--- src/sv/assert_macros.svh ---
// Assertion macros used by the top-level RTL file of the telnet line parser.
// No dependencies; include by bare file name.
`ifndef ASSERT_MACROS_SVH
`define ASSERT_MACROS_SVH

// Implication check on the rising clock edge, off while reset is low.
`define TOR_ASSERT(label, clk, rst_n, prop, msg) \
  label: assert property (@(posedge clk) disable iff (!rst_n) (prop)) else $error(msg);

// Condition that must never be true on a rising clock edge outside reset.
`define TOR_NEVER(label, clk, rst_n, cond, msg) \
  label: assert property (@(posedge clk) disable iff (!rst_n) !(cond)) else $error(msg);

`endif

--- src/sv/tor_pkg.sv ---
// Types and constants of the telnet option refuser and line parser.
// No dependencies; used by tor_front, tor_queue, tor_back and the top level.
package tor_pkg;

  localparam logic [7:0] BYTE_IAC  = 8'd255;
  localparam logic [7:0] BYTE_WILL = 8'd251;
  localparam logic [7:0] BYTE_WONT = 8'd252;
  localparam logic [7:0] BYTE_DO   = 8'd253;
  localparam logic [7:0] BYTE_DONT = 8'd254;
  localparam logic [7:0] BYTE_LF   = 8'h0a;
  localparam logic [7:0] BYTE_CR   = 8'h0d;
  localparam logic [7:0] BYTE_NUL  = 8'h00;

  localparam logic [7:0] MAX_LINE_RESET = 8'd81;
  localparam logic [7:0] MAX_LINE_ZERO  = 8'd255;

  typedef enum logic [2:0] {
    PS_NORMAL = 3'd0,
    PS_IAC    = 3'd1,
    PS_WILL   = 3'd2,
    PS_WONT   = 3'd3,
    PS_DO     = 3'd4,
    PS_DONT   = 3'd5
  } ps_t;

  typedef enum logic [1:0] {
    KIND_CHAR  = 2'd0,
    KIND_END   = 2'd1,
    KIND_REPLY = 2'd2
  } kind_t;

  typedef enum logic [1:0] {
    OP_CHAR     = 2'd0,
    OP_CHAR_END = 2'd1,
    OP_END      = 2'd2,
    OP_REPLY    = 2'd3
  } op_t;

  // data: character or option byte; aux: line length or reply verb
  typedef struct packed {
    op_t        op;
    logic [7:0] data;
    logic [7:0] aux;
  } cmd_t;

endpackage

--- src/sv/telnet_option_refuser_line_parser.sv ---
// A byte transferred at the input is written into the command queue, and its first
// result then passes through the back end's output register before transfer.
// Throughput: one byte per cycle while the queue is not full; the output side moves
// one result per cycle while out_tready is high. A character ending a line gives
// two results and an option reply four. The command queue (QUEUE_DEPTH entries)
// lets input run ahead of the output. Reset (synchronous, rst_n low) returns to
// normal parse state, clears the line count and queue, sets max_line_length to 81.
`include "assert_macros.svh"

module telnet_option_refuser_line_parser #(
  parameter int QUEUE_DEPTH = 4
) (
  input  logic        clk,
  input  logic        rst_n,
  input  logic        in_tvalid,
  output logic        in_tready,
  input  logic [7:0]  in_tdata,     // rx_byte[7:0]
  output logic        out_tvalid,
  input  logic        out_tready,
  output logic [15:0] out_tdata,    // out_byte[7:0], line_length[15:8]
  output logic [1:0]  out_tuser,    // out_kind[1:0]
  output logic        out_tlast,
  input  logic        cfg_wr_en,
  input  logic [7:0]  cfg_wr_data   // max_line_length[7:0]
);

  logic          q_full, q_push, q_pop, q_valid;
  tor_pkg::cmd_t q_in_cmd, q_head_cmd;
  logic          out_xfer;
  logic          is_end;
  logic          end_xfer;
  logic          char_split;
  logic          reply_tail;

  tor_front u_front (
    .clk         (clk),
    .rst_n       (rst_n),
    .in_tvalid   (in_tvalid),
    .in_tready   (in_tready),
    .in_tdata    (in_tdata),
    .cfg_wr_en   (cfg_wr_en),
    .cfg_wr_data (cfg_wr_data),
    .q_full      (q_full),
    .q_push      (q_push),
    .q_cmd       (q_in_cmd)
  );

  tor_queue #(
    .DEPTH (QUEUE_DEPTH)
  ) u_queue (
    .clk        (clk),
    .rst_n      (rst_n),
    .push       (q_push),
    .push_cmd   (q_in_cmd),
    .full       (q_full),
    .pop        (q_pop),
    .head_valid (q_valid),
    .head_cmd   (q_head_cmd)
  );

  tor_back u_back (
    .clk        (clk),
    .rst_n      (rst_n),
    .cmd_valid  (q_valid),
    .cmd        (q_head_cmd),
    .cmd_pop    (q_pop),
    .out_tvalid (out_tvalid),
    .out_tready (out_tready),
    .out_tdata  (out_tdata),
    .out_tuser  (out_tuser),
    .out_tlast  (out_tlast)
  );

  assign out_xfer   = out_tvalid && out_tready;
  assign is_end     = (out_tuser == tor_pkg::KIND_END);
  assign end_xfer   = out_xfer && is_end;
  assign char_split = out_xfer && (out_tuser == tor_pkg::KIND_CHAR) && !out_tlast;
  assign reply_tail = out_xfer && (out_tuser == tor_pkg::KIND_REPLY) && out_tlast;

  `TOR_NEVER(a_end_nonempty, clk, rst_n, end_xfer && (out_tdata[15:8] == 8'd0), "empty line end")
  `TOR_ASSERT(a_char_then_end, clk, rst_n, char_split |=> (out_tvalid && is_end), "no line end")
  `TOR_ASSERT(a_reply_tail, clk, rst_n, reply_tail |-> (out_tdata[7:0] == 8'd0), "bad reply tail")
  `TOR_NEVER(a_push_full, clk, rst_n, q_push && q_full, "command pushed into full queue")

endmodule

--- src/sv/tor_front.sv ---
// Front end: accepts received bytes, tracks telnet parse state and line count,
// and pushes one command per byte that causes results. Depends on tor_pkg.
module tor_front (
  input  logic          clk,
  input  logic          rst_n,
  input  logic          in_tvalid,
  output logic          in_tready,
  input  logic [7:0]    in_tdata,     // rx_byte[7:0]
  input  logic          cfg_wr_en,
  input  logic [7:0]    cfg_wr_data,
  input  logic          q_full,
  output logic          q_push,
  output tor_pkg::cmd_t q_cmd
);

  tor_pkg::ps_t  ps_r, ps_nxt;
  logic [7:0]    count_r, count_nxt;
  logic [7:0]    max_line_r;
  logic [7:0]    limit;
  logic [7:0]    count_inc;
  logic          in_xfer;

  logic          chr_push;
  tor_pkg::cmd_t chr_cmd;
  logic [7:0]    chr_count;

  logic          push_c;
  tor_pkg::cmd_t cmd_c;

  assign in_tready = !q_full;
  assign in_xfer   = in_tvalid && in_tready;
  assign limit     = (max_line_r == 8'd0) ? tor_pkg::MAX_LINE_ZERO : max_line_r;
  assign count_inc = count_r + 8'd1;

  always_comb begin
    chr_push  = 1'b0;
    chr_cmd   = '{op: tor_pkg::OP_CHAR, data: in_tdata, aux: 8'd0};
    chr_count = count_r;
    if (in_tdata == tor_pkg::BYTE_NUL) begin
      chr_push = 1'b0;
    end else if (in_tdata != tor_pkg::BYTE_LF && in_tdata != tor_pkg::BYTE_CR) begin
      chr_push = 1'b1;
      if (count_inc >= limit) begin
        chr_cmd   = '{op: tor_pkg::OP_CHAR_END, data: in_tdata, aux: count_inc};
        chr_count = 8'd0;
      end else begin
        chr_count = count_inc;
      end
    end else if (count_r != 8'd0) begin
      chr_push  = 1'b1;
      chr_cmd   = '{op: tor_pkg::OP_END, data: 8'd0, aux: count_r};
      chr_count = 8'd0;
    end
  end

  always_comb begin
    ps_nxt    = tor_pkg::PS_NORMAL;
    count_nxt = count_r;
    case (ps_r)
      tor_pkg::PS_IAC: begin
        case (in_tdata)
          tor_pkg::BYTE_IAC: begin
            count_nxt = chr_count;
          end
          tor_pkg::BYTE_WILL: ps_nxt = tor_pkg::PS_WILL;
          tor_pkg::BYTE_WONT: ps_nxt = tor_pkg::PS_WONT;
          tor_pkg::BYTE_DO:   ps_nxt = tor_pkg::PS_DO;
          tor_pkg::BYTE_DONT: ps_nxt = tor_pkg::PS_DONT;
          default:            ps_nxt = tor_pkg::PS_NORMAL;
        endcase
      end
      tor_pkg::PS_WILL, tor_pkg::PS_WONT, tor_pkg::PS_DO, tor_pkg::PS_DONT: begin
        ps_nxt = tor_pkg::PS_NORMAL;
      end
      default: begin
        if (in_tdata == tor_pkg::BYTE_IAC) begin
          ps_nxt = tor_pkg::PS_IAC;
        end else begin
          count_nxt = chr_count;
        end
      end
    endcase
  end

  always_comb begin
    push_c = 1'b0;
    cmd_c  = chr_cmd;
    case (ps_r)
      tor_pkg::PS_IAC: begin
        push_c = (in_tdata == tor_pkg::BYTE_IAC) && chr_push;
      end
      tor_pkg::PS_WILL, tor_pkg::PS_WONT: begin
        push_c = 1'b1;
        cmd_c  = '{op: tor_pkg::OP_REPLY, data: in_tdata, aux: tor_pkg::BYTE_DONT};
      end
      tor_pkg::PS_DO, tor_pkg::PS_DONT: begin
        push_c = 1'b1;
        cmd_c  = '{op: tor_pkg::OP_REPLY, data: in_tdata, aux: tor_pkg::BYTE_WONT};
      end
      default: begin
        push_c = (in_tdata != tor_pkg::BYTE_IAC) && chr_push;
      end
    endcase
  end

  assign q_push = in_xfer && push_c;
  assign q_cmd  = cmd_c;

  always_ff @(posedge clk) begin
    if (!rst_n) begin
      ps_r       <= tor_pkg::PS_NORMAL;
      count_r    <= 8'd0;
      max_line_r <= tor_pkg::MAX_LINE_RESET;
    end else begin
      if (in_xfer) begin
        ps_r    <= ps_nxt;
        count_r <= count_nxt;
      end
      if (cfg_wr_en) begin
        max_line_r <= cfg_wr_data;
      end
    end
  end

endmodule

--- src/sv/tor_queue.sv ---
// Short first-word-fall-through command queue between front and back end.
// Depends on tor_pkg for the command type.
module tor_queue #(
  parameter int DEPTH = 4
) (
  input  logic          clk,
  input  logic          rst_n,
  input  logic          push,
  input  tor_pkg::cmd_t push_cmd,
  output logic          full,
  input  logic          pop,
  output logic          head_valid,
  output tor_pkg::cmd_t head_cmd
);

  localparam int PW = $clog2(DEPTH);
  localparam int CW = $clog2(DEPTH + 1);
  localparam logic [PW-1:0] LAST_SLOT = PW'(DEPTH - 1);
  localparam logic [CW-1:0] FULL_CNT  = CW'(DEPTH);

  tor_pkg::cmd_t slot_r [DEPTH];
  logic [PW-1:0] wr_ptr_r, rd_ptr_r;
  logic [CW-1:0] cnt_r;

  assign full       = (cnt_r == FULL_CNT);
  assign head_valid = (cnt_r != '0);
  assign head_cmd   = slot_r[rd_ptr_r];

  always_ff @(posedge clk) begin
    if (push) begin
      slot_r[wr_ptr_r] <= push_cmd;
    end
  end

  always_ff @(posedge clk) begin
    if (!rst_n) begin
      wr_ptr_r <= '0;
      rd_ptr_r <= '0;
      cnt_r    <= '0;
    end else begin
      if (push) begin
        wr_ptr_r <= (wr_ptr_r == LAST_SLOT) ? '0 : wr_ptr_r + PW'(1);
      end
      if (pop) begin
        rd_ptr_r <= (rd_ptr_r == LAST_SLOT) ? '0 : rd_ptr_r + PW'(1);
      end
      if (push && !pop) begin
        cnt_r <= cnt_r + CW'(1);
      end else if (pop && !push) begin
        cnt_r <= cnt_r - CW'(1);
      end
    end
  end

endmodule

--- src/sv/tor_back.sv ---
// Back end: expands queued commands into result transfers through an output register.
// Depends on tor_pkg.
module tor_back (
  input  logic          clk,
  input  logic          rst_n,
  input  logic          cmd_valid,
  input  tor_pkg::cmd_t cmd,
  output logic          cmd_pop,
  output logic          out_tvalid,
  input  logic          out_tready,
  output logic [15:0]   out_tdata,   // out_byte[7:0], line_length[15:8]
  output logic [1:0]    out_tuser,   // out_kind[1:0]
  output logic          out_tlast
);

  logic [1:0]      step_r;
  logic            out_valid_r;
  logic [7:0]      byte_r, len_r;
  tor_pkg::kind_t  kind_r;
  logic            last_r;

  tor_pkg::kind_t  res_kind;
  logic [7:0]      res_byte, res_len;
  logic            res_last;
  logic            load;

  assign load    = cmd_valid && (!out_valid_r || out_tready);
  assign cmd_pop = load && res_last;

  always_comb begin
    res_kind = tor_pkg::KIND_CHAR;
    res_byte = cmd.data;
    res_len  = 8'd0;
    res_last = 1'b1;
    case (cmd.op)
      tor_pkg::OP_CHAR: begin
        res_last = 1'b1;
      end
      tor_pkg::OP_CHAR_END: begin
        if (step_r == 2'd0) begin
          res_last = 1'b0;
        end else begin
          res_kind = tor_pkg::KIND_END;
          res_byte = 8'd0;
          res_len  = cmd.aux;
        end
      end
      tor_pkg::OP_END: begin
        res_kind = tor_pkg::KIND_END;
        res_byte = 8'd0;
        res_len  = cmd.aux;
      end
      tor_pkg::OP_REPLY: begin
        res_kind = tor_pkg::KIND_REPLY;
        res_last = (step_r == 2'd3);
        case (step_r)
          2'd0:    res_byte = tor_pkg::BYTE_IAC;
          2'd1:    res_byte = cmd.aux;
          2'd2:    res_byte = cmd.data;
          default: res_byte = 8'd0;
        endcase
      end
      default: begin
        res_last = 1'b1;
      end
    endcase
  end

  always_ff @(posedge clk) begin
    if (!rst_n) begin
      step_r      <= 2'd0;
      out_valid_r <= 1'b0;
    end else begin
      if (load) begin
        out_valid_r <= 1'b1;
        step_r      <= res_last ? 2'd0 : step_r + 2'd1;
      end else if (out_tready) begin
        out_valid_r <= 1'b0;
      end
    end
  end

  always_ff @(posedge clk) begin
    if (load) begin
      kind_r <= res_kind;
      byte_r <= res_byte;
      len_r  <= res_len;
      last_r <= res_last;
    end
  end

  assign out_tvalid = out_valid_r;
  assign out_tdata  = {len_r, byte_r};
  assign out_tuser  = kind_r;
  assign out_tlast  = last_r;

endmodule

--- config.mk ---
export PLATFORM = sky130hd
export DESIGN_NAME = telnet_option_refuser_line_parser
export DESIGN_NICKNAME = d
export VERILOG_FILES = /design/src/sv/tor_pkg.sv /design/src/sv/telnet_option_refuser_line_parser.sv /design/src/sv/tor_front.sv /design/src/sv/tor_queue.sv /design/src/sv/tor_back.sv
export VERILOG_INCLUDE_DIRS = /design/src /design/src/sv
export SDC_FILE = /design/constraint.sdc
export NUM_CORES = 1
export LEC_CHECK = 0
export BUFFER_PORTS_ARGS = -buffer_cell sky130_fd_sc_hd__buf_2
export CORE_MARGIN = 2
export CORE_UTILIZATION = 65
export CTS_BUF_LIST = sky130_fd_sc_hd__clkbuf_8
export CTS_CLUSTER_SIZE = 8
export DETAILED_ROUTE_END_ITERATION = 16
export HOLD_SLACK_MARGIN = 0.15
export PLACE_DENSITY = 0.84
export SLEW_MARGIN = 20
export SYNTH_ARGS = -nofsm -noshare
export SYNTH_HDL_FRONTEND = slang
export SYNTH_SLANG_ARGS = --single-unit
--- constraint.sdc ---
create_clock -name clk -period 7.3 [get_ports clk]
set_input_delay 1.46 -clock clk [delete_from_list [all_inputs] [get_ports clk]]
set_output_delay 1.46 -clock clk [all_outputs]
set_load 0.005 [all_outputs]
## After elaboration in Yosys (flattened, before gate mapping)

Memory sizes are Yosys's and may differ from the RTL's. A register that Yosys moved wholly into a read port is not among the register bits.
Cells that the tools add are included.

- Register bits: 48
- Input port bits: 21
- Latch bits: 0
- Bits in read-only memories: 0
- Memory bits (writable): 72
- Memories: 1

- $add $sub $neg: 6
- Bitwise gates (word level): 1
- Magnitude comparators: 1
- Div/mod/pow operators: 0
- Shift-type cells: 0
- Multiply operators: 0
- Equality and inequality tests: 24
- Reductions and logical operators: 25
- Multiplexer cells: 40

Memories:

| memory | words | width | rd ports | clocked after memory_dff | write ports | line | source |
|---|---|---|---|---|---|---|---|
| u_queue.slot_r | 4 | 18 | 1 | 1 | 1 | tor_queue.sv:21 | `tor_pkg::cmd_t slot_r [DEPTH];` |

Operator list:

| kind | count |
|---|---|
| 8-bit two-way mux | 9 |
| 18-bit two-way mux | 3 |
| 8-bit case mux with 3 select lines | 2 |
| 8-bit == test (second input constant) | 5 |
| 18-bit case mux with 2 select lines | 1 |
| 8-bit case mux with 2 select lines | 2 |
| 17-bit two-way mux | 1 |
| 8-bit zero test | 2 |
| 8-bit by 4-bit inequality test with 1-bit output (second input constant) | 2 |
| 2-bit == test (second input constant) | 6 |
| 3-bit case mux with 4 select lines | 1 |
| 1-bit two-way mux | 10 |
| 2-bit two-way mux | 5 |
| 3-bit == test (second input constant) | 3 |
| 1-bit logical AND | 9 |
| 8-bit by 1-bit adder with 8-bit output (second input constant) | 1 |
| 8-bit >= comparator | 1 |
| 8-bit inequality test (second input constant) | 1 |
| 8-bit nonzero test | 1 |
| 2-bit by 1-bit adder with 2-bit output (second input constant) | 3 |
| 3-bit by 2-bit == test with 1-bit output (second input constant) | 2 |
| 3-bit two-way mux | 2 |
| 2-bit case mux with 3 select lines | 1 |
| 3-bit case mux with 2 select lines | 1 |
| 16 further kinds | 23 |

## Longest topological paths before layout

Gate-level depths: netlist (run 1).

- Word-level depth: 11
- Depth in mapped cells: 14

## Cells and area by module

From an unflattened synthesis (run 1), not the netlist that was laid out.

- Cell total of the unflattened synthesis: 430
- Area total of the unflattened synthesis: 5,820.6 sq um

By module, submodules not included:

| module | times used | seq. area each (sq um) | cells each | area an instance (sq um) |
|---|---|---|---|---|
| tor_queue | 1 | 2,342.2 | 138 | 3,098.0 |
| tor_front | 1 | 380.4 | 209 | 1,634.1 |
| tor_back | 1 | 630.6 | 83 | 1,088.5 |

## Worst setup path after synthesis (run 1)

OpenSTA, ideal clock, no wires.

- Kind: in2reg
- From: input in_tdata[1]
- To: register u_queue.cnt_r[2]
- Data arrival time: 3.791 ns
- Setup slack: 3.438 ns
- Setup time: 0.070 ns
- Cell stages on the path: 11
- Data required time: 7.230 ns
- Path buffers: 1
- Cells stage by stage: clkbuf_2 -> and3b_1 -> o211ai_1 -> o21ai_0 -> o31ai_2 -> ha_1 -> inv_1 -> fa_1 -> xor2_1 -> or3_1 -> a21oi_1

- Cells in the longest elaborated chain, start to end: 10
- Elaborated cells between the ends (all ways): 17
- Classes of those cells: eq/ne (4); mux (4); reduce/logical (9)

Ends and longest elaborated chain:

| item | line | source |
|---|---|---|
| start: declaration | telnet_option_refuser_line_parser.sv:17 | `input logic [7:0] in_tdata,` |
| 8-bit by 4-bit inequality test with 1-bit output | tor_front.sv:41 | `end else if (in_tdata != tor_pkg::BYTE_LF && in_tdata != tor_pkg::BYTE_CR) begin` |
| 1-bit logical AND | tor_front.sv:41 |  |
| 1-bit two-way mux | tor_front.sv:41 |  |
| 1-bit two-way mux | tor_front.sv:39 | `if (in_tdata == tor_pkg::BYTE_NUL) begin` |
| 1-bit logical AND, on equally long branches | tor_front.sv:101, tor_front.sv:90 |  |
| 1-bit case mux with 2 select lines * | tor_front.sv:88 | `case (ps_r)` |
| 1-bit logical AND * | tor_front.sv:106 | `assign q_push = in_xfer && push_c;` |
| net q_push | telnet_option_refuser_line_parser.sv:27 | `logic q_full, q_push, q_pop, q_valid;` |
| 1-bit zero test | tor_queue.sv:49 | `end else if (pop && !push) begin` |
| 1-bit logical AND | tor_queue.sv:49 |  |
| 2-bit nonzero test (no line) | n/a |  |
| end signal: assignment | tor_queue.sv:48 | `cnt_r <= cnt_r + CW'(1);` |
| end signal: assignment | tor_queue.sv:50 | `cnt_r <= cnt_r - CW'(1);` |
| end: declaration | tor_queue.sv:23 | `logic [CW-1:0] cnt_r;` |

Mark *: on every way through the listed nets, which the timed path passes. The rest lies on a longest branch.
A chain may end at the register's enable or synchronous reset.

## Worst setup path in the final report (run 1)

Same ends and word-level chain as after synthesis.

==> results.py, run 1 <==
metrics = {
    "layout": {
        "finalNetCount": 530,
        "drive_above_1_share_pct": 19.8,
        "final_common_cell": "edfxtp_1",
        "stdcell_count": 601,
        "area_growth_syn_to_layout_pct": 12.8,
        "multi_input_area_um2": 2070,
        "diodes": 0,
        "layout_common_cells": "91 x edfxtp_1, 41 x buf_2, 33 x nand2_1, 32 x nor2_1, 31 x dfxtp_1",
        "n_fill_cell": 482,
        "stdcell_area_um2": 6320,
        "seqCellArea_um2": 3350,
    },
    "hold_path": {
        "hold_class": "reg -> reg",
        "whs_endpoint": "u_front.ps_r[0]$_SDFFE_PN0P_",
        "min_delay_path_depth": 2,
        "hp-start": "u_front.ps_r[0]$_SDFFE_PN0P_",
    },
    "yosys": {
        "ys_seq_area_share_pct": 59.8,
        "synthMuxAreaShare_pct": 9.02,
        "async_flop_share_pct": 0,
        "synth_fp_nets": 488,
        "syn_area_per_cell_um2": 12.7,
        "ys_ff_latch": 122,
        "synth-main-ff-cell": "edfxtp_1",
        "synth-edff-count": 91,
        "yosysWarnings": 0,
        "synthAdderAreaFrac_pct": 6.12,
        "synth-simple-area-share_pct": 11.8,
        "synth_cells": 441,
        "netlist_area_um2": 5610,
        "synth_compound_area_share_pct": 8.37,
        "synth_top_family_by_area": "simple AND/OR/NAND/NOR gates",
        "synth_cell_types": 54,
        "synth_xor_xnor_area_share_pct": 1.56,
    },
    "pwr": {
        "intPower_mw": 1.54,
        "p_sw_share_pct": 29.8,
        "p_clk_share_pct": 30.5,
        "p_seq_share_pct": 43.5,
        "cellPowerDensity_nw_per_um2": 348,
        "p_leak_nw": 2.49,
        "power_switching_mw": 0.654,
        "finalPower_mw": 2.20,
        "pwr-share-comb_pct": 26.0,
        "ir_worst_vdd_uv": 163,
    },
    "global_route": {
        "globalRouteOverflowTotal": 0,
        "first_global_vias": 3732,
        "grt.total_usage_pct": 24.4,
        "grt_pass1_wl_um": 17900,
        "grt_max_degree": 21,
        "antenna_found_initial": 0,
    },
    "detailed_routing": {
        "vias_per_cell": 6.11,
        "routedWlPerCell_um": 18.2,
        "drt_iter0_drc": 243,
        "drc": 0,
        "wl_um": 11000,
        "ant_nets": 0,
        "num_vias": 3671,
        "dr.pass1.iters": 4,
    },
    "cts": {
        "root_buffer": "clkbuf_8",
        "cts_made_buffers": 17,
        "clockBufferDepth": 2,
        "clkSlewWorstSetupHoldPaths_ns": 0.08,
        "cts_tree": "done",
        "htree_levels": 4,
        "clk_latency_ns": 0.42,
        "cts_resized": 0,
        "cts_hold_buf": 0,
        "cts_sinks": 122,
        "cts_setup_buffers": 0,
    },
    "status": {
        "status": "finished clean",
    },
    "timing": {
        "finalSetupTns_ns": 0,
        "slew_headroom_pct": 35.8,
        "fin_skew_ns": 0.0107,
        "setup_violations": 0,
        "worst_pin_slew_ns": 0.964,
        "hold_viol_final": 0,
        "drv_slew": 0,
        "fmax_mhz": 262,
        "period_share_pct": 52.3,
        "holdWs_ns": 0.484,
        "rsz0062_at_grt": "no",
        "period_needed_ns": 3.82,
    },
    "setup_path": {
        "r2r-end": "u_queue.cnt_r[2]$_SDFFE_PN0P_",
        "slowest_stage": "o31ai_2",
        "crit_type": "in -> reg",
        "worstPathCellList": "buf_2, and3b_1, o211ai_1, o21ai_0, o31ai_2, ha_1, inv_1, fa_1, xor2_1, or3_1, a21oi_1",
        "crit_required_ns": 7.65,
        "crit_fanout": 9,
        "cp_top_family": "compound AO/OA/AOI/OAI gates",
        "critPathLaunchType": "input pin",
        "ff2ff_setup_slack_ns": 3.49,
        "critPathBufInv": 2,
        "cpPeakStageDelay_ns": 0.52,
        "end_kind": "flip-flop",
        "worstRegToRegCells": 12,
        "cp.arrival_ns": 4.17,
    },
    "placed_design": {
        "routabilityCongestion": 0.925,
        "io_buffers": 41,
        "dpl.cell_count": 569,
        "postPlaceCellArea_um2": 5870,
        "post-dp-hpwl_um": 7480,
    },
    "floorplanning": {
        "dieArea_um2": 9380,
        "die_height_um": 96.9,
        "rows": 33,
        "fp.coreArea_um2": 8300,
        "ios": 42,
        "fp.dieW_um": 96.9,
        "start_util_pct": 67.5,
    },
    "flow_run": {
        "drv_cap": 0,
    },
}
registers in the layout, summed over array words and instances (netlist names), named ones only:
register and flops:
u_queue.slot_r 72, u_back.byte_r 8, u_back.len_r 8, u_front.count_r 8
u_front.max_line_r 8, u_front.ps_r 3, u_queue.cnt_r 3, u_back.out_tuser 2
u_back.step_r 2, u_queue.rd_ptr_r 2, u_queue.wr_ptr_r 2, u_back.out_tlast 1
u_back.out_tvalid 1
power by group through the flow:
stage	clock network (mW)	logic [mW]	registers [mW]
after global placement	0	0.541	0.962
after global routing	0.706	0.627	0.968
final	0.670	0.572	0.956
after floorplan	0	0.403	0.959
after CTS	0.674	0.571	0.957
after detailed placement	0	0.567	0.972
cell usage after synthesis (all sizes together) (3+ instances only):
| library cell | number | area (µm²) |
|---|---|---|
| xnor2 | 3 | 26.3 |
| nand2b | 6 | 37.5 |
| mux2i | 10 | 100 |
| o31ai | 3 | 27.5 |
| nor2 | 32 | 120 |
| inv | 28 | 105 |
| nor4 | 3 | 18.8 |
| and3 | 4 | 25.0 |
| dfxtp | 31 | 621 |
| nand2 | 33 | 124 |
| xor2 | 7 | 61.3 |
| nor2b | 11 | 68.8 |
| o22ai | 8 | 50.1 |
| nand3 | 10 | 50.1 |
| ha | 25 | 313 |
| a21oi | 27 | 139 |
| nand4 | 4 | 25.0 |
| edfxtp | 91 | 2730 |
| a211oi | 4 | 30.0 |
| and2 | 9 | 56.3 |
| clkbuf | 14 | 55.1 |
| mux4 | 18 | 405 |
| o21ai | 18 | 90.1 |
| buf | 5 | 23.8 |
| a21o | 4 | 30.0 |
| nor3b | 3 | 22.5 |
| nor3 | 7 | 35.0 |
how the worst max path moves through the flow:
stage,cells past startpoint,endpoint,startpoint,slack [ns]
2_1_floorplan,11,u_queue.cnt_r[2]$_SDFFE_PN0P_,in_tdata[1],3.44
3_3_place_gp,11,u_queue.cnt_r[2]$_SDFFE_PN0P_,in_tdata[1],3.23
3_5_place_dp,11,u_queue.cnt_r[2]$_SDFFE_PN0P_,in_tdata[1],3.13
4_1_cts,12,u_queue.cnt_r[2]$_SDFFE_PN0P_,flip-flop,3.51
5_1_grt,12,u_queue.cnt_r[2]$_SDFFE_PN0P_,flip-flop,3.32
6_report,11,u_queue.cnt_r[2]$_SDFFE_PN0P_,in_tdata[1],3.48
cell families after synthesis:
family,after synthesis
muxes,28
DFF,122
adders and majority gates,27
xor gates and xnor gates,10
and+or+nand+nor,131
buffers and inverters,47
AOI/OAI and AO/OA,76
final cells by class:
class                   instances  share of cell area, %
flip-flops and latches        122                   53.0
multi-input cells             272                   32.7
clock buffers                  19                   4.14
repair buffers                 42                   3.37
clock inverters                13                   2.99
well taps                     105                   2.08
inverters                      28                   1.66
through the flow:
stage	util [%]	setup WS [ns]
after global routing	76.2	3.32
after floorplan	-	3.44
final	76.2	3.48
after detailed placement	70.7	3.13
after CTS	76.2	3.51
after global placement	70.7	3.23
routing by layer:
| layer | share of wire, % | up-vias | global-route usage (%) |
|---|---|---|---|
| met1 | 40 | 1777 | 29.3 |
| met5 | 0 | - | 0 |
| li1 | - | 1711 | - |
| met4 | 2.5 | 0 | 11.8 |
| met3 | 6.1 | 28 | 5.78 |
| met2 | 51 | 155 | 41.7 |
worst reg2reg max path: stages, from the launching register on:
cell     delay, ns
dfxtp_1       0.89
mux4_2        0.48
ha_1          0.26
nor2b_1       0.17
a211o_1       0.33
and2_1        0.20
inv_1         0.13
ha_1          0.21
inv_1         0.07
fa_1          0.37
xor2_1        0.17
or3_1         0.31
a21oi_1       0.13
No activity file was read; power rests on OpenSTA's default activity.
==> run 2: changes to the inputs <==
CORE_UTILIZATION = 56   (was 65)
PLACE_DENSITY = 0.77   (was 0.84)
clock period = 3.2 ns   (was 7.3 ns; I/O delays follow)
==> run 2 against run 1 <==
Hold slack lost 0.056 ns. Largest power group unchanged. Total power grew 120%. Clock power is 93% higher. Sequential cell count unchanged. Largest cell class unchanged. Via count fell by 1.7%. Combinational power rose to 2.6 times the previous value. Global-route usage shrank 3.7 points. Die area increased by 15%.
==> results.py, run 2 (synthesis gave the netlist of run 1 again) <==
metrics = {
    "status": {
        "status": "finished clean",
    },
    "detailed_routing": {
        "dr.pass1.iters": 6,
        "ant_nets": 0,
        "num_vias": 3608,
        "drc": 0,
        "vias_per_cell": 5.60,
        "wl_um": 10700,
        "routedWlPerCell_um": 16.6,
        "drt_iter0_drc": 248,
    },
    "cts": {
        "clk_latency_ns": 0.43,
        "cts_tree": "done",
        "cts_sinks": 122,
        "cts_made_buffers": 17,
        "clkSlewWorstSetupHoldPaths_ns": 0.08,
        "root_buffer": "clkbuf_8",
        "htree_levels": 4,
        "clockBufferDepth": 2,
    },
    "layout": {
        "final_common_cell": "edfxtp_1",
        "stdcell_area_um2": 6430,
        "layout_common_cells": "91 x edfxtp_1, 41 x buf_2, 33 x nand2_1, 31 x nor2_1, 28 x dfxtp_1",
        "finalNetCount": 545,
        "largest_reg_flops": 72,
        "n_fill_cell": 718,
        "largest_register": "u_queue.slot_r",
        "drive_above_1_share_pct": 23.9,
        "area_growth_syn_to_layout_pct": 14.8,
        "diodes": 0,
        "final_util_pct": 66.1,
        "stdcell_count": 644,
    },
    "setup_path": {
        "crit_required_ns": 3.54,
        "crit_path_frequent_cell": "ha_4",
        "crit_type": "reg -> reg",
        "cpPeakStageDelay_ns": 0.56,
        "cp_top_family": "adder cells",
        "slowest_stage": "mux4_2",
        "critPathBufInv": 2,
        "critPathLaunchType": "flip-flop",
        "crit_fanout": 4,
        "cp.arrival_ns": 3.40,
        "worstPathCellList": "mux4_2, ha_4, nor2b_1, a211o_1, and2_4, inv_4, ha_4, inv_1, fa_2, xor2_1, or3_1, a21oi_1",
        "end_kind": "flip-flop",
        "ff2ff_setup_slack_ns": 0.14,
    },
    "floorplanning": {
        "die_height_um": 104,
        "dieArea_um2": 10800,
        "ios": 42,
        "rows": 36,
        "start_util_pct": 57.6,
        "fp.dieW_um": 104,
        "fp.coreArea_um2": 9730,
    },
    "placed_design": {
        "postPlaceCellArea_um2": 6020,
        "post-dp-hpwl_um": 7620,
        "routabilityCongestion": 0.874,
        "place_ws_ns": -0.0148,
        "dpl.cell_count": 610,
        "io_buffers": 41,
    },
    "timing": {
        "fin_skew_ns": 0.0171,
        "fmax_mhz": 327,
        "slew_headroom_pct": 35.6,
        "finalSetupTns_ns": 0,
        "hold_viol_final": 0,
        "drv_slew": 0,
        "period_needed_ns": 3.06,
        "setup_violations": 0,
        "worst_pin_slew_ns": 0.966,
        "holdWs_ns": 0.427,
        "rsz0062_at_grt": "yes",
        "setup_ws_ns": 0.139,
        "period_share_pct": 95.7,
    },
    "hold_path": {
        "hold_class": "in -> reg",
    },
    "global_route": {
        "grt_max_degree": 21,
        "grt_pass1_wl_um": 17400,
        "grt.total_usage_pct": 20.7,
        "antenna_found_initial": 0,
        "globalRouteOverflowTotal": 0,
        "first_global_vias": 3636,
    },
    "pwr": {
        "ir_worst_vdd_uv": 397,
        "finalPower_mw": 4.91,
        "cellPowerDensity_nw_per_um2": 764,
        "p_leak_nw": 2.52,
    },
    "flow_run": {
        "drv_cap": 0,
    },
}
[run 2: per-layer routing]
layer  global-route usage [%]  vias up  share of wire [%]
met2                     34.4       99                 50
met4                     8.20        0                2.4
met1                     25.9     1739                 43
met3                     5.83       25                4.8
li1                         -     1745                  -
met5                        0        -                  0
[run 2: where the power goes]
group / switching [mW] / total (mW) / internal [mW]
registers: 0.115 / 2.17 / 2.05
logic: 0.776 / 1.46 / 0.680
clock network: 0.659 / 1.29 / 0.629
[run 2: layout make-up]
class / instances / area [µm²] / area share [%]
flip-flops and latches: 122 / 3360 / 52.2
multi-input cells: 272 / 2100 / 32.6
repair buffers: 57 / 325 / 5.06
clock buffers: 17 / 234 / 3.64
well taps: 133 / 166 / 2.59
clock inverters: 15 / 141 / 2.20
inverters: 28 / 108 / 1.67
[run 2: worst paths after layout]
check        cells past startpoint                                 end                           start
min                              3  u_front.max_line_r[4]$_SDFFE_PN1P_                  cfg_wr_data[4]
min reg2reg                      2      u_back.out_tvalid$_SDFFE_PN0P_  u_back.out_tvalid$_SDFFE_PN0P_
max reg2reg                     12       u_queue.cnt_r[2]$_SDFFE_PN0P_                       flip-flop
max                             12       u_queue.cnt_r[2]$_SDFFE_PN0P_                       flip-flop
[run 2: worst reg2reg max path, stage by stage (launching register included)]
cell,delay (ns)
dfxtp_4,0.37
mux4_2,0.56
ha_4,0.19
nor2b_1,0.15
a211o_1,0.32
and2_4,0.19
inv_4,0.07
ha_4,0.13
inv_1,0.05
fa_2,0.33
xor2_1,0.17
or3_1,0.31
a21oi_1,0.14
[run 2: repair_timing]
item,in CTS,in global routing
endpoints found under the setup margin,1,29
hold buffers,0,0
hold endpoints to repair,0,0
pin swaps,0,1
buffers inserted,1,1
gates resized for setup,1,10
==> run 3: changes to the inputs <==
ABC_AREA = 1   (was default)
==> run 3 against run 2 <==
Routed wire length up 17%. Sequential cell count stayed put. First-iteration DRC count grew 6.9%. Via count increased by 22%. Synthesized cell count rose by 40%. Sequential share of layout area down 2.1 points. Largest power group unchanged.
==> results.py, run 3 <==
metrics = {
    "status": {
        "status": "finished clean",
    },
    "layout": {
        "diodes": 0,
        "largest_register": "u_queue.slot_r",
        "finalNetCount": 716,
        "n_fill_cell": 809,
        "final_util_pct": 65.1,
        "drive_above_1_share_pct": 17.4,
        "area_growth_syn_to_layout_pct": 13.0,
        "stdcell_count": 818,
        "layout_common_cells": "106 x nor2_1, 106 x nand2_1, 91 x edfxtp_1, 64 x inv_1, 63 x o21ai_0",
        "largest_reg_flops": 72,
    },
    "floorplanning": {
        "start_util_pct": 57.6,
        "fp.dieW_um": 107,
        "die_height_um": 107,
        "ios": 42,
        "fp.coreArea_um2": 10300,
        "dieArea_um2": 11400,
        "rows": 37,
    },
    "timing": {
        "period_needed_ns": 2.97,
        "drv_slew": 0,
        "fin_skew_ns": 0.00861,
        "slew_headroom_pct": 44.7,
        "setup_violations": 0,
        "period_share_pct": 92.9,
        "hold_viol_final": 0,
        "rsz0062_at_grt": "yes",
        "fmax_mhz": 336,
        "worst_pin_slew_ns": 0.824,
        "setup_ws_ns": 0.227,
        "finalSetupTns_ns": 0,
    },
    "yosys": {
        "syn_area_per_cell_um2": 9.58,
        "synth_top_area_cell": "edfxtp_1",
        "ys_seq_area_share_pct": 56.6,
        "synth_cell_types": 44,
        "netlist_area_um2": 5920,
        "synth-edff-count": 91,
        "ys_top_cells_by_count": "106 x nand2_1, 106 x nor2_1, 91 x edfxtp_1, 64 x o21ai_0, 63 x inv_1",
        "yosysWarnings": 0,
        "synth_cells": 618,
        "yosysTopAreaCellShare_pct": 46.2,
        "synth_fp_nets": 665,
        "synth-main-ff-cell": "edfxtp_1",
        "async_flop_share_pct": 0,
        "synthTopCellsByArea": "edfxtp_1 46%, dfxtp_1 10%, nand2_1 6.7%",
        "ys_ff_latch": 122,
    },
    "cts": {
        "cts_made_buffers": 17,
        "root_buffer": "clkbuf_8",
        "cts_setup_buffers": 0,
        "cts_tree": "done",
        "cts_sinks": 122,
        "clk_latency_ns": 0.44,
        "cts_hold_buf": 0,
        "clockBufferDepth": 2,
        "clkSlewWorstSetupHoldPaths_ns": 0.07,
        "htree_levels": 4,
        "cts_resized": 0,
    },
    "setup_path": {
        "crit_type": "reg -> reg",
        "cp.arrival_ns": 3.34,
        "worstPathCellList": "inv_1, a21oi_1, a32oi_2, inv_1, ha_1, nand2_1, inv_1, a21oi_1, o21ai_0, nand2_1, ha_1, inv_1, fa_1, nor2_1, nor2_1, nand2_1, o21ai_0, a21oi_1",
        "worstRegToRegCells": 18,
        "slowest_stage": "fa_1",
        "crit_fanout": 12,
        "cpPeakStageDelay_ns": 0.38,
        "critPathLaunchType": "flip-flop",
        "ff2ff_setup_slack_ns": 0.23,
        "crit_path_frequent_cell": "inv_1",
        "crit_required_ns": 3.57,
        "end_kind": "flip-flop",
        "r2r-end": "u_queue.cnt_r[2]$_SDFFE_PN0P_",
    },
    "placed_design": {
        "dpl.cell_count": 786,
        "place_ws_ns": 0.283,
        "io_buffers": 41,
        "post-dp-hpwl_um": 8710,
        "routabilityCongestion": 0.915,
    },
    "detailed_routing": {
        "ant_nets": 0,
        "drt_iter0_drc": 265,
        "wl_um": 12500,
        "drc": 0,
        "vias_per_cell": 5.38,
        "dr.pass1.iters": 5,
        "routedWlPerCell_um": 15.3,
        "num_vias": 4402,
    },
    "hold_path": {
        "whs_endpoint": "u_front.max_line_r[6]$_SDFFE_PN1P_",
        "hold_class": "in -> reg",
        "min_delay_path_depth": 3,
        "hp-start": "cfg_wr_data[6]",
    },
    "global_route": {
        "antenna_found_initial": 0,
        "grt.total_usage_pct": 23.2,
        "grt_pass1_wl_um": 20200,
        "first_global_vias": 4269,
        "grt_max_degree": 23,
        "globalRouteOverflowTotal": 0,
    },
    "pwr": {
        "ir_worst_vdd_uv": 313,
        "cellPowerDensity_nw_per_um2": 736,
        "finalPower_mw": 4.92,
        "p_leak_nw": 2.85,
    },
    "flow_run": {
        "drv_cap": 0,
    },
}
-- run 3: cell types whose count changed in the layout (fill, tap and decap cells not counted), moves of 11 or more --
| cell | delta |
|---|---|
| a21oi_1 | -13 |
| inv_1 | +38 |
| mux4_2 | -18 |
| nand2_1 | +73 |
| nand3_1 | +12 |
| nor2_1 | +75 |
| nor2b_1 | -11 |
| o21ai_0 | +48 |
-- run 3: final cells by class --
| class | instances | area, µm² | share of cell area (%) |
|---|---|---|---|
| flip-flops and latches | 122 | 3350 | 50.1 |
| multi-input cells | 407 | 2210 | 33.1 |
| repair buffers | 53 | 295 | 4.42 |
| inverters | 68 | 263 | 3.93 |
| clock buffers | 17 | 234 | 3.50 |
| well taps | 136 | 170 | 2.54 |
| clock inverters | 15 | 159 | 2.38 |
-- run 3: per-stage QoR --
stage,instance area (µm²),hold WS [ns]
floorplan,5920,0.452
global placement,6290,0.476
detailed placement,6290,0.487
CTS,6680,0.400
global route,6690,0.427
finish,6690,0.416
-- run 3: logic make-up (layout without fill, tap and decap cells) --
logic type | count (synthesis) | count (layout) | share of synthesized area, %
AND/OR/NAND/NOR | 258 | 258 | 18.3
AO/OA/AOI/OAI | 120 | 120 | 12.7
adder cells (fa/ha/maj) | 26 | 26 | 5.62
XOR/XNOR | 3 | 3 | 0.444
flip-flops | 122 | 122 | 56.6
buffers and inverters | 89 | 153 | 6.21
-- run 3: per-layer routing --
| layer | vias to the layer above | part of all wire, % | track usage, % | wire [µm] |
|---|---|---|---|---|
| li1 | 2188 | - | - | - |
| met1 | 2059 | 40 | 25.9 | 5030 |
| met2 | 120 | 52 | 40.9 | 6560 |
| met3 | 35 | 4.3 | 4.98 | 538 |
| met4 | 0 | 3.0 | 12.9 | 378 |
| met5 | - | 0 | 0 | 0 |
-- run 3: worst max-delay path, delay by kind of cell, from the launching register on --
family | cells | cell delay (ns)
flip-flops | 1 | 0.31
AO/OA/AOI/OAI | 6 | 0.85
AND/OR/NAND/NOR | 5 | 0.48
adder cells (fa/ha/maj) | 3 | 0.76
buffers and inverters | 4 | 0.49
-- run 3: report_power, final --
group | internal, mW | leakage, nW | switching (mW) | total (mW)
Combinational | 0.497 | 1.50 | 0.914 | 1.41
Clock | 0.753 | 0.191 | 0.615 | 1.37
Sequential | 2.04 | 1.16 | 0.0964 | 2.14
-- run 3: worst max-delay path by stage --
stage          slack, ns                       endpoint  cells after the start
6_report            0.23  u_queue.cnt_r[2]$_SDFFE_PN0P_                     18
5_1_grt            -0.02  u_queue.cnt_r[2]$_SDFFE_PN0P_                     18
4_1_cts             0.18  u_queue.cnt_r[2]$_SDFFE_PN0P_                     18
3_5_place_dp        0.28  u_queue.cnt_r[2]$_SDFFE_PN0P_                     17
3_3_place_gp        0.36  u_queue.cnt_r[2]$_SDFFE_PN0P_                     17
2_1_floorplan       0.11  u_queue.cnt_r[1]$_SDFFE_PN0P_                      8
